## src/rtl/core/retro_video_memory_port_core_macros.svh

```systemverilog
// Assertion helpers shared by the core. Each macro expects clk and arst_n
// to be visible in the module where it is used.
`ifndef RETRO_VIDEO_MEMORY_PORT_CORE_MACROS_SVH
`define RETRO_VIDEO_MEMORY_PORT_CORE_MACROS_SVH

// Same-cycle implication.
`define RVMP_ASSERT_IMPL(lbl, ante, cons) \
	lbl: assert property (@(posedge clk) disable iff (!arst_n) (ante) |-> (cons)) \
		else $error("rvmp assertion failed");

// Next-cycle implication.
`define RVMP_ASSERT_NEXT(lbl, ante, cons) \
	lbl: assert property (@(posedge clk) disable iff (!arst_n) (ante) |=> (cons)) \
		else $error("rvmp assertion failed");

`endif

```

## src/rtl/core/rvmp_pkg.sv

```systemverilog
`default_nettype none

package rvmp_pkg;

	localparam int TEXT_ROWS        = 24;
	localparam int TEXT_COLS        = 40;
	localparam int CELL_COUNT       = TEXT_ROWS * TEXT_COLS;
	localparam int HIRES_PAGE_BYTES = 8192;
	localparam int TEXT_ADDR_W      = $clog2(CELL_COUNT);
	localparam int HIRES_ADDR_W     = $clog2(HIRES_PAGE_BYTES);

	localparam logic [6:0] TEXT_FILL = 7'h20;

	// Bus commands.
	localparam logic [1:0] CMD_WRITE  = 2'd0;
	localparam logic [1:0] CMD_READ   = 2'd1;
	localparam logic [1:0] CMD_SWITCH = 2'd2;

	// Soft switch low-byte codes.
	localparam logic [7:0] SW_MIXED = 8'h53;
	localparam logic [7:0] SW_PAGE1 = 8'h54;
	localparam logic [7:0] SW_PAGE2 = 8'h55;
	localparam logic [7:0] SW_HIRES = 8'h57;

	// Display modes.
	localparam logic [1:0] MODE_TEXT  = 2'd0;
	localparam logic [1:0] MODE_HIRES = 2'd2;

	typedef struct packed {
		logic [1:0]  command;
		logic [15:0] address;
		logic [7:0]  write_data;
	} access_t;

	typedef struct packed {
		logic [7:0] read_data;
		logic [1:0] display_mode;
		logic       show_second_page;
	} result_t;

	// Commands from the controller to the datapath.
	typedef struct packed {
		logic                    accept;
		logic                    load_out;
		logic                    clear_en;
		logic [HIRES_ADDR_W-1:0] clear_addr;
	} ctrl_cmd_t;

endpackage

`default_nettype wire

```

## src/rtl/core/rvmp_ctrl.sv

```systemverilog
`default_nettype none

module rvmp_ctrl (
	input  wire logic              clk,
	input  wire logic              arst_n,
	input  wire logic              access_valid,
	output logic                   access_stall,
	output logic                   result_valid,
	input  wire logic              result_stall,
	output rvmp_pkg::ctrl_cmd_t    cmd
);

	`include "retro_video_memory_port_core_macros.svh"

	localparam logic ST_CLEAR = 1'b0;
	localparam logic ST_RUN   = 1'b1;

	localparam logic [rvmp_pkg::HIRES_ADDR_W-1:0] CLEAR_LAST =
		rvmp_pkg::HIRES_ADDR_W'(rvmp_pkg::HIRES_PAGE_BYTES - 1);

	logic                              state_q;
	logic [rvmp_pkg::HIRES_ADDR_W-1:0] clear_cnt_q;
	logic                              s1_valid_q;
	logic                              out_valid_q;
	logic                              advance;
	logic                              accept;

	assign advance      = s1_valid_q && (!out_valid_q || !result_stall);
	assign access_stall = (state_q != ST_RUN) || (s1_valid_q && !advance);
	assign accept       = access_valid && !access_stall;
	assign result_valid = out_valid_q;

	always_comb begin
		cmd            = '0;
		cmd.accept     = accept;
		cmd.load_out   = advance;
		cmd.clear_en   = (state_q == ST_CLEAR);
		cmd.clear_addr = clear_cnt_q;
	end

	always_ff @(posedge clk or negedge arst_n) begin
		if (!arst_n) begin
			state_q     <= ST_CLEAR;
			clear_cnt_q <= '0;
		end else if (state_q == ST_CLEAR) begin
			clear_cnt_q <= clear_cnt_q + 1'b1;
			if (clear_cnt_q == CLEAR_LAST) begin
				state_q <= ST_RUN;
			end
		end
	end

	always_ff @(posedge clk or negedge arst_n) begin
		if (!arst_n) begin
			s1_valid_q  <= 1'b0;
			out_valid_q <= 1'b0;
		end else begin
			if (accept) begin
				s1_valid_q <= 1'b1;
			end else if (advance) begin
				s1_valid_q <= 1'b0;
			end
			if (advance) begin
				out_valid_q <= 1'b1;
			end else if (!result_stall) begin
				out_valid_q <= 1'b0;
			end
		end
	end

	`RVMP_ASSERT_NEXT(a_accept_fills_s1, accept, s1_valid_q)
	`RVMP_ASSERT_NEXT(a_s1_holds, s1_valid_q && !advance, s1_valid_q)
	`RVMP_ASSERT_NEXT(a_clear_runs, (state_q == ST_CLEAR) && (clear_cnt_q != CLEAR_LAST),
		state_q == ST_CLEAR)
	`RVMP_ASSERT_IMPL(a_out_drops_when_taken, $fell(out_valid_q), !$past(result_stall))

endmodule

`default_nettype wire

```

## config.mk

```make
export PLATFORM = sky130hd
export DESIGN_NAME = rvmp_ctrl
export DESIGN_NICKNAME = d
export VERILOG_FILES = /design/src/rtl/core/rvmp_pkg.sv /design/src/rtl/core/rvmp_ctrl.sv
export VERILOG_INCLUDE_DIRS = /design/src /design/src/rtl/core
export SDC_FILE = /design/constraint.sdc
export NUM_CORES = 1
export LEC_CHECK = 0
export ABC_AREA = 1
export BUFFER_PORTS_ARGS = -buffer_cell sky130_fd_sc_hd__buf_4
export CAP_MARGIN = 30
export CORE_UTILIZATION = 30
export DETAILED_ROUTE_END_ITERATION = 8
export SYNTH_ARGS = -nofsm -noshare
export SYNTH_HDL_FRONTEND = slang
export SYNTH_SLANG_ARGS = --single-unit
```

## constraint.sdc

```tcl
create_clock -name clk -period 3.15 [get_ports clk]
set_clock_uncertainty 0.05 [all_clocks]
set_input_delay 0.315 -clock clk [delete_from_list [all_inputs] [get_ports clk]]
set_output_delay 0.315 -clock clk [all_outputs]
set_load 0.005 [all_outputs]
```

# Word level (Yosys, flattened, before mapping)
# Index checks and enable logic that the tools add are counted.
dict set report classes {
  bitwise_logic 1
  n_eq_ne 2
  muxes 6
  add_sub_neg 1
  reduce_logical 10
}
# op n
set op_table {}
lappend op_table {{$add 13x1->13 const B} 1}
lappend op_table {{$eq 13x13->1 const B} 1}
lappend op_table {{$mux 1} 6}
lappend op_table {{$logic_not 1->1} 4}
lappend op_table {{$logic_and 1x1->1} 3}
lappend op_table {{$logic_or 1x1->1} 2}
lappend op_table {{$ne 2x1->1 const B} 1}
lappend op_table {{$reduce_bool 2->1} 1}
lappend op_table {{$not 1->1} 1}
dict set report totals {
  wordCells 24
  input_bits 4
  ff_bits 16
  output_inout_bits 18
}

# Logic depth before layout (Yosys ltp)
# Gate-level depths: netlist (run 1).
dict set report logic_depth {
  ltp_word 9
  depth_mapped 8
  ltp_nobuf 7
}

# Worst setup path after synthesis (run 1)
# Ideal clock, no wire load.
dict set report synth_path {
  kind {reg2out}
  start {register out_valid_q (netlist: result_valid)}
  end {output cmd[15] (netlist bit)}
  path_stages_with_launch 5
  path_buffers 1
  arrival_time_ns 0.866
  path_slack_ns 1.919
  required_ns 2.785
  path_cell_list {dfrtp_1 nand2_1 o21ai_0 nor2_1 buf_4}
}
dict set report synth_via {
  elab_chain_len 8
}
# item line
set synth_lines {}
lappend synth_lines {{from (decl)} rvmp_ctrl.sv:24} ;# logic out_valid_q;
lappend synth_lines {{from (signal assigned)} rvmp_ctrl.sv:56} ;# out_valid_q <= 1'b0;
lappend synth_lines {{from (signal assigned)} rvmp_ctrl.sv:64} ;# out_valid_q <= 1'b1;
lappend synth_lines {{from (signal assigned)} rvmp_ctrl.sv:66} ;# out_valid_q <= 1'b0;
lappend synth_lines {{$logic_not 1->1} rvmp_ctrl.sv:28} ;# assign advance = s1_valid_q && (!out_valid_q || !result_stall);
lappend synth_lines {{$logic_or 1x1->1} rvmp_ctrl.sv:28}
lappend synth_lines {{$logic_and 1x1->1} rvmp_ctrl.sv:28}
lappend synth_lines {{$logic_not 1->1} rvmp_ctrl.sv:29} ;# assign access_stall = (state_q != ST_RUN) || (s1_valid_q && !advance);
lappend synth_lines {{$logic_and 1x1->1} rvmp_ctrl.sv:29}
lappend synth_lines {{$logic_or 1x1->1} rvmp_ctrl.sv:29}
lappend synth_lines {{net access_stall} rvmp_ctrl.sv:7} ;# output logic access_stall,
lappend synth_lines {{$logic_not 1->1} rvmp_ctrl.sv:30} ;# assign accept = access_valid && !access_stall;
lappend synth_lines {{$logic_and 1x1->1} rvmp_ctrl.sv:30}
lappend synth_lines {{to (decl)} rvmp_ctrl.sv:10} ;# output rvmp_pkg::ctrl_cmd_t cmd
# The timed path passes the listed nets, and every way through them passes these cells.

==> results of run 1 <==
## per-layer routing
metal / wire length, um / vias to the layer above / global-route usage, %
met5: 0 / - / 0
met3: 98 / 0 / 4.65
met2: 761 / 17 / 17.7
met1: 844 / 324 / 17.4
met4: 0 / 0 / 2.14
li1: - / 369 / -
## sequential cells by signal (all words and copies together), names as in the netlist
signal and flops:
clear_cnt_q 13, s1_valid_q 1, result_valid 1, state_q 1
## synthesized netlist by cell type (2+ instances only)
library cell	count	area share, %
nand2_1	33	14
nand4_1	4	2.9
nor2_2	4	2.9
buf_4	2	1.7
nor2_1	4	1.7
xnor2_1	4	4.0
buf_6	2	2.6
dfrtp_1	16	46
nand3b_1	2	1.7
o21ai_0	3	1.7
nand3_1	5	2.9
nand3_2	2	2.3
inv_1	17	7.4
## worst min-delay path, stage by stage
cell,delay (ns)
buf_4,0.08
nand2_1,0.07
nand2_1,0.07
## power by group
| group | internal, W | switching, W |
|---|---|---|
| combinational | 0.00000330 | 0.00000487 |
| clock | 0.0000704 | 0.0000635 |
| sequential | 0.000205 | 0.000000000000000000138 |
| total | 0.000279 | 0.0000683 |
## worst min-delay path by stage
stage	start	endpoint	slack, ns	cells after the start
after floorplan	arst_n	clear_cnt_q[0]	-0.03	0
after global placement	arst_n	clear_cnt_q[4]	0.13	1
after detailed placement	arst_n	clear_cnt_q[4]	0.14	1
after CTS	result_stall	result_valid	0.23	3
after global routing	access_valid	s1_valid_q	0.27	3
final	result_stall	result_valid	0.23	3
## final cells by class
| type | count | area (um^2) | share of cell area, % |
|---|---|---|---|
| timing repair buffer | 22 | 168 | 15.6 |
| multi-input combinational | 69 | 362 | 33.7 |
| inverter | 18 | 67.6 | 6.30 |
| clock buffer | 4 | 36.3 | 3.38 |
| sequential | 16 | 400 | 37.3 |
| tap | 31 | 38.8 | 3.62 |
## through the flow
stage               area (um^2)  hold slack, ns
detailed placement         1030           0.137
finish                     1070           0.235
global route               1070           0.270
global placement           1030           0.135
floorplan                   867         -0.0306
CTS                        1070           0.226
## kinds of logic after synthesis
group / Yosys count
flip-flops: 16
adder cells (fa/ha/maj): 1
XOR/XNOR: 5
AO/OA/AOI/OAI: 6
AND/OR/NAND/NOR: 57
buffers and inverters: 22
## timing repair
| action | in CTS | in global routing |
|---|---|---|
| buffers inserted | 0 | 0 |
| hold buffers | 1 | 0 |
| hold endpoints to repair | 16 | 0 |
| setup endpoints to repair | 0 | 0 |
==> impl_results.md, run 1 <==
- Status: finished clean
- Die Y: 55.8 um
- Initial antenna violation count: 0
- Fin cells: 160
- Worst reg2reg endpoint: clear_cnt_q[10]
- Core area: 2760 um^2
- First-pass GRT wire length: ~3000 um
- Final HPWL DP: 1290 um
- PostCTS Resize Cnt: 0
- Commonest non-fill, non-tap cell in the layout: nand2_1
- Final ANT Viol Nets: 0
- Reg-to-Reg Start: state_q
- Die Wd: 55.8 um
- CP Capture Point: cmd[15]
- Gp weighted congestion: approximately 0.78
- CTS Buf Count: 3
- Total power: 0.000347 W
- Initial cell density of the core: 31.4%
- Worst setup path start: state_q
- First DRT Iteration DRCs: 15
- Max IR drop VDD: 0.217 mV
- Max Fclk: ~630 MHz
- Synth Area in Compound Gates: 3.90%
- Tightest Pin Transition: 0.324 ns
- Pleak: about 0.58 nW
- Layout cell share with drive strength beyond 1: 26.4%
- Critical path's top delay family: flip-flops
- Post-Synth Adder-Cell Area: roughly 1.4%
- Die area: between 3000 and 4000 um^2
- Post-layout min period: about 1.6 ns
- GRT Total Usage: 12.2%
- Post-Syn Area per Cell: 8.10 um^2
- Setup tns final: 0 ns
- Mux cell area share after synthesis: 0%
- Synth Warn #: 0
- Max-slew headroom: 78.4%
- First-pass DRT Iterations: 2
- Final hold vios: 0
- Number of buffers added on ports: 21
- Period utilization: 50.8%
- Slowest stage delay, CP: between 0.5 and 0.6 ns
- Ys flop type: dfrtp_1
- Worst-path maximum fanout: 8
- Simple-Gate Fraction of Synth Area: a little under a third
- WL final: around 1700 um
- Power density cells: ~320 nW/um^2
- Worst Path Buf+Inv: 1
- CTS H-tree depth: 1
- Unrepaired setup endpoints after global routing: false
- Asr flop ratio synth: 100%
- Worst setup SP type: flip-flop
- Antenna fix cells: 0
- Vias in the first global route: approximately 630
- Pins Over Slew Limit: 0
- R2r setup slk: 1.80 ns
- Max cap viols: 0
- Placed cell count: 155
- Worst skew pair latency: slightly below 0.3 ns
- Area Growth Syn to Fin: 23.7%
- Max Root-Sink Buffers: 2
- Slowest CP cell: dfrtp_1
- Root buf cell: clkbuf_4
- Gate Count Post-Synth: 107
- Worst path cell trace: o21ai_0 -> nor2_1 -> buf_4
- Largest family of logic cells by synthesized area: simple AND/OR/NAND/NOR gates
- Yosys reg bits: 16
- Sequential share of the synthesized area: 46.2%
- Clk sinks: 16
- Critical path type: reg2out
- Fin util: 38.9%
- DR vias/cell: roughly 4.4
- Final setup violating endpoints: 0
- Largest net degree at the start of global routing: 17
- Grt total ovfl: 0
- Ports: 22
- Reg2Reg Depth: 6
- Most frequent cells in the layout: nand2_1 (33), buf_4 (21), inv_1 (17)
- DR DRC count: 0
- Cell variety after synth: 22
- Fill count: 308
- Crit path capture type: output port
- Critical Path AT: approximately 1.2 ns
- CTS tree: built
- Cell area after synthesis: 867 um^2
- Nets: 135
- Net Count, Synth: 112
- WL per Instance: 10.6 um
- Xor-xnor portion of the synthesized cell area: 5.05%
- Hold Path Class: in2reg
- Reg clk slew, reported paths: ~0.09 ns
- Number of cells on the critical path: 3
- Critical Path RT: 2.78 ns
- Pre-CTS setup slack: 1.82 ns
- Num rows: 19
- EDFF count, synth: 0
- Setup slack after layout: between 1.5 and 2 ns
- Vias: between 700 and 800
No activity file was read; power rests on OpenSTA's default activity.
==> run 2: changes to the inputs <==
==> constraint.sdc (replaced) <==
create_clock -name clk -period 1.4 [get_ports clk]
set_clock_uncertainty 0.05 [all_clocks]
set_input_delay 0.14 -clock clk [delete_from_list [all_inputs] [get_ports clk]]
set_output_delay 0.14 -clock clk [all_outputs]
set_load 0.005 [all_outputs]
==> run 2 against run 1 <==
Net effect: global-route usage rose by 0.81 points; critical endpoint is now cmd[13]; largest cell class unchanged; via count grew 4.5%; cell area increased by 3.2%; critical path depth is the same; combinational power up 130%; setup slack lost 1.4 ns.
==> impl_results.md, run 2 (synthesis results as in run 1) <==
- Status: finished clean
- Post-CTS Setup Inserts: 0
- Slowest CP cell: dfrtp_1
- Largest register by flop count: clear_cnt_q
- Number of buffers added on ports: 21
- Post-layout min period: 1.28 ns
- Largest net degree at the start of global routing: 17
- Commonest non-fill, non-tap cell in the layout: nand2_1
- Max IR drop VDD: between 0.4 and 0.5 mV
- Initial antenna violation count: 0
- CP most frequent cell: buf_4
- Die Y: 55.8 um
- Worst skew pair latency: 0.29 ns
- Critical Path RT: 1.21 ns
- Worst setup path start: state_q
- Critical path's top delay family: flip-flops
- Pins Over Slew Limit: 0
- Largest register FFs: 13
- Period utilization: 91.5%
- Initial cell density of the core: between 30% and 40%
- Hold Path Class: in2reg
- CTS H-tree depth: 1
- Critical Path AT: 1.09 ns
- CTS Buf Count: 3
- Layout cell share with drive strength beyond 1: between 20 and 30%
- Worst setup SP type: flip-flop
- Worst Path Buf+Inv: 3
- Clk sinks: 16
- WL per Instance: approximately 11 um
- DR vias/cell: 4.52
- Crit path capture type: output port
- CTS tree: built
- Tightest Pin Transition: ~0.25 ns
- Fin util: approximately two fifths
- Final HPWL DP: approximately 1400 um
- Worst-path maximum fanout: 7
- Setup tns final: 0 ns
- Antenna fix cells: 0
- Final setup violating endpoints: 0
- Max cap viols: 0
- Max-slew headroom: 83.1%
- Max Root-Sink Buffers: 2
- Critical path type: reg2out
- Final ANT Viol Nets: 0
- Unrepaired setup endpoints after global routing: false
- Reg-to-Reg Start: clear_cnt_q[0]
- GRT Total Usage: about 13%
- First-pass GRT wire length: roughly 3100 um
- Slowest stage delay, CP: approximately 0.42 ns
- Hold Slack: 0.0742 ns
- Grt total ovfl: 0
- Max Fclk: 781 MHz
- DR DRC count: 0
- Worst path cell trace: inv_2 -> buf_4 -> buf_4
- First-pass DRT Iterations: 4
- Gp weighted congestion: 0.726
- Num rows: 19
- Core area: 2760 um^2
- Root buf cell: clkbuf_4
- Die Wd: 55.8 um
- Most frequent cells in the layout: nand2_1 (33), buf_4 (25), inv_1 (17)
- Vias: 742
- First DRT Iteration DRCs: 15
- Vias in the first global route: 728
- Power density cells: 711 nW/um^2
- Ports: 22
- Area Growth Syn to Fin: 27.6%
- Final hold vios: 0
- Reg clk slew, reported paths: 0.09 ns
- Pleak: 0.596 nW
- WL final: 1800 um
- Nets: 139
- Die area: 3110 um^2
- Min-delay src: result_stall
[run 2: layer usage]
metal  vias to the layer above  GRT usage (%)  part of all wire, %
met5                         -              0                    0
met4                         0           5.36                 0.72
met3                         2           2.09                  3.8
met2                        21           22.4                   49
met1                       339           16.1                   46
li1                        380              -                    -
[run 2: per-stage QoR]
step / power, W / worst slack (ns) / instance area, um^2 / std cells
5_1_grt: 0.000831 / 0.0187 / 1110 / 164
4_1_cts: 0.000807 / 0.0216 / 1100 / 164
3_5_place_dp: 0.000488 / 0.176 / 1060 / 159
6_report: 0.000786 / 0.119 / 1110 / 164
2_1_floorplan: 0.000472 / 0.182 / 867 / 107
3_3_place_gp: 0.000488 / 0.230 / 1060 / 159
[run 2: worst paths after layout]
kind	endpoint	slack, ns	cells after the start
max	cmd[13]	0.12	3
min	result_valid	0.07	3
max reg2reg	clear_cnt_q[10]	0.16	6
min reg2reg	result_valid	0.46	2
max in group asynchronous	clear_cnt_q[8]	0.92	2
min in group asynchronous	clear_cnt_q[4]	0.19	2
[run 2: repair_timing]
| action | CTS | global route |
|---|---|---|
| endpoints found under the hold margin | 16 | 0 |
| resized for setup | 0 | 2 |
| hold buffers | 1 | 0 |
| setup endpoints to repair | 0 | 2 |
[run 2: cell type report]
type                       count  area (um^2)
sequential                    16          400
clock buffer                   4         36.3
inverter                      18         67.6
fill                         294         1650
tap                           31         38.8
timing repair buffer          26          198
multi-input combinational     69          365
[run 2: worst reg2reg max path: cells and delay by family, from the launching register on]
family,cells,cell delay (ns)
flops,1,0.38
simple gates,5,0.48
fa+ha+maj,1,0.22
[run 2: where the power goes]
part	switching (W)	total, W	internal [W]
clock	0.000148	0.000306	0.000158
sequential	0.000000000000000000303	0.000462	0.000462
combinational	0.0000111	0.0000185	0.00000742
total	0.000159	0.000786	0.000628
==> run 3: changes to the inputs <==
--- a/config.mk
+++ b/config.mk
@@ -6,7 +6,6 @@
 export SDC_FILE = /design/constraint.sdc
 export NUM_CORES = 1
 export LEC_CHECK = 0
-export ABC_AREA = 1
 export BUFFER_PORTS_ARGS = -buffer_cell sky130_fd_sc_hd__buf_4
 export CAP_MARGIN = 30
 export CORE_UTILIZATION = 30
==> run 3 against run 2 <==
Net effect: sequential share of layout area grew 4.5 points; setup slack lost 0.041 ns; first-iteration DRC count shrank 80%; sequential power is essentially flat; routed wire length shrank 21%; final cell count shrank 29%; count of clock-buffer cells in the layout shrank 1; synthesized cell count shrank 41%; maximum frequency shrank 3.1%; non-clock buffer count is the same; highest routed layer unchanged; global-route usage shrank 1.1 points; flip-flop and latch count is the same.
==> impl_results.md, run 3 <==
- Status: finished clean
- Reg clk slew, reported paths: 0.09 ns
- CTS tree: built
- Critical Path AT: roughly 1.1 ns
- Most numerous cell in the Yosys netlist: dfrtp_1
- Max Fclk: between 700 and 800 MHz
- Hold Slack: approximately 0.038 ns
- Top-area cell type share of the netlist area: 53.2%
- Most frequent cells in the layout: buf_4 (25), dfrtp_1 (15), nand2_1 (7), xnor2_1 (7), xor2_1 (5)
- Worst setup path start: state_q
- Critical Path RT: between 1 and 1.5 ns
- Commonest non-fill, non-tap cell in the layout: buf_4
- Nets: 96
- Total power: 0.000712 W
- Fill count: roughly 220
- Largest register by flop count: clear_cnt_q
- Largest net degree at the start of global routing: 17
- Max IR drop VDD: 0.422 mV
- Vias in the first global route: 516
- Asr flop ratio synth: 100%
- Yosys reg bits: 16
- Num rows: 17
- Cell variety after synth: 22
- Initial cell density of the core: 32.7%
- Final setup violating endpoints: 0
- Number of buffers added on ports: 21
- Setup slack after layout: 0.0781 ns
- Pleak: 0.457 nW
- Core area: 2300 um^2
- Worst setup SP type: flip-flop
- Reg-to-Reg Start: clear_cnt_q[1]
- Critical path type: reg2out
- Unrepaired setup endpoints after global routing: false
- Placed cell count: 113
- CTS H-tree depth: 1
- Post-Syn Area per Cell: approximately 12 um^2
- Layout cell share with drive strength beyond 1: 38.2%
- Die Y: 52.1 um
- First-pass GRT wire length: 2350 um
- Initial antenna violation count: 0
- Hold Path Class: in2reg
- Pre-CTS setup slack: approximately 0.092 ns
- WL final: 1420 um
- Synth Warn #: 0
- Gp weighted congestion: around 0.75
- Post-CTS Setup Inserts: 0
- Die area: around 2700 um^2
- Vias: 528
- DR DRC count: 0
- Net Count, Synth: a little under 70
- Setup tns final: 0 ns
- Max Root-Sink Buffers: 2
- Cell taking the most area after synthesis: dfrtp_1
- CTS Buf Count: 3
- Area Growth Syn to Fin: 31.3%
- Power density cells: 721 nW/um^2
- Final hold vios: 0
- Most common library cells after synthesis: dfrtp_1 (16), nand2_1 (7), xnor2_1 (7)
- Sequential share of the synthesized area: 53.2%
- Root buf cell: clkbuf_4
- R2r setup slk: 0.11 ns
- Pins Over Slew Limit: 0
- Largest register FFs: 13
- Final ANT Viol Nets: 0
- EDFF count, synth: 0
- Ys flop type: dfrtp_1
- CP Capture Point: cmd[15]
- Reg2Reg Depth: 3
- Final HPWL DP: approximately 1100 um
- Max cap viols: 0
- Antenna fix cells: 0
- Worst reg2reg endpoint: state_q
- Period utilization: 94.4%
- Crit path capture type: output port
- Worst-path maximum fanout: 4
- Ports: 22
- Fin cells: 117
- Clk sinks: 16
- Die Wd: 52.1 um
- Area contributors post-synth: dfrtp_1 (53%), xnor2_1 (8.2%), xor2_1 (5.8%), nand2_1 (3.5%), nand4_4 (2.8%)
- Max-slew headroom: 78.6%
- First-pass DRT Iterations: 2
- DR vias/cell: 4.51
- Post-layout min period: roughly 1.3 ns
- Gate Count Post-Synth: 63
- First DRT Iteration DRCs: 3
- Tightest Pin Transition: 0.316 ns
- Grt total ovfl: 0
- Cell area after synthesis: 752 um^2
- Worst skew pair latency: about 0.28 ns
- WL per Instance: 12.1 um
- GRT Total Usage: around an eighth
-- run 3: cell count changes in the layout (fill, tap and decap cells not counted), moves of 3 or more --
cell	delta
xnor2_1	+3
inv_1	-14
xor2_1	+4
nand2_1	-26
nor2_2	-4
-- run 3: cell families after synthesis --
kind of cell | after synthesis | synth area share (%)
adder cells (fa/ha/maj) | 1 | 1.66
AND/OR/NAND/NOR | 24 | 21.5
flip-flops | 16 | 53.2
buffers and inverters | 6 | 4.99
multiplexers | 1 | 1.50
AO/OA/AOI/OAI | 3 | 3.16
XOR/XNOR | 12 | 14.0
-- run 3: stage by stage --
step | instance area (um^2) | util [%]
after detailed placement | 948 | 41.3
after CTS | 981 | 42.7
after global placement | 948 | 41.3
after floorplan | 752 | -
after global routing | 987 | 43.0
final | 987 | 43.0
-- run 3: how the worst min path moves through the flow --
stage / from / end / slack [ns] / depth (start not counted)
2_1_floorplan: arst_n / clear_cnt_q[0] / -0.21 / 0
3_3_place_gp: arst_n / clear_cnt_q[4] / -0.04 / 1
3_5_place_dp: arst_n / clear_cnt_q[4] / -0.04 / 1
4_1_cts: result_stall / result_valid / 0.03 / 2
5_1_grt: result_stall / result_valid / 0.02 / 2
6_report: result_stall / result_valid / 0.04 / 2
-- run 3: area by class of cell --
type                            count  area (um^2)  area share (%)
Sequential cell                    16          402            40.7
Multi-Input combinational cell     41          319            32.3
Timing Repair Buffer               26          198            20.0
Tap cell                           28         35.0            3.55
Clock buffer                        3         22.5            2.28
Inverter                            3         11.3            1.14
-- run 3: timing repair --
item | CTS | global route
hold buffers | 1 | 0
setup endpoints to repair | 0 | 3
endpoints found under the hold margin | 16 | 0
resized for setup | 0 | 2
-- run 3: metal layers --
metal | vias to the layer above | global-route usage [%] | routed length (um)
li1 | 265 | - | -
met1 | 242 | 16.3 | 680
met2 | 17 | 18.2 | 635
met3 | 4 | 2.63 | 82
met4 | 0 | 4.05 | 23
met5 | - | 0 | 0
-- run 3: power by group --
group / switching [W] / internal (W) / total [W]
Sequential: 0 / 0.000462 / 0.000462
Combinational: 0.0000105 / 0.00000726 / 0.0000178
Clock: 0.000133 / 0.0000996 / 0.000232
-- run 3: worst max-delay path, stage by stage (launching register included) --
cell     delay (ns)
dfrtp_1        0.40
buf_4          0.16
nand2_1        0.07
nor2b_1        0.11
buf_4          0.11
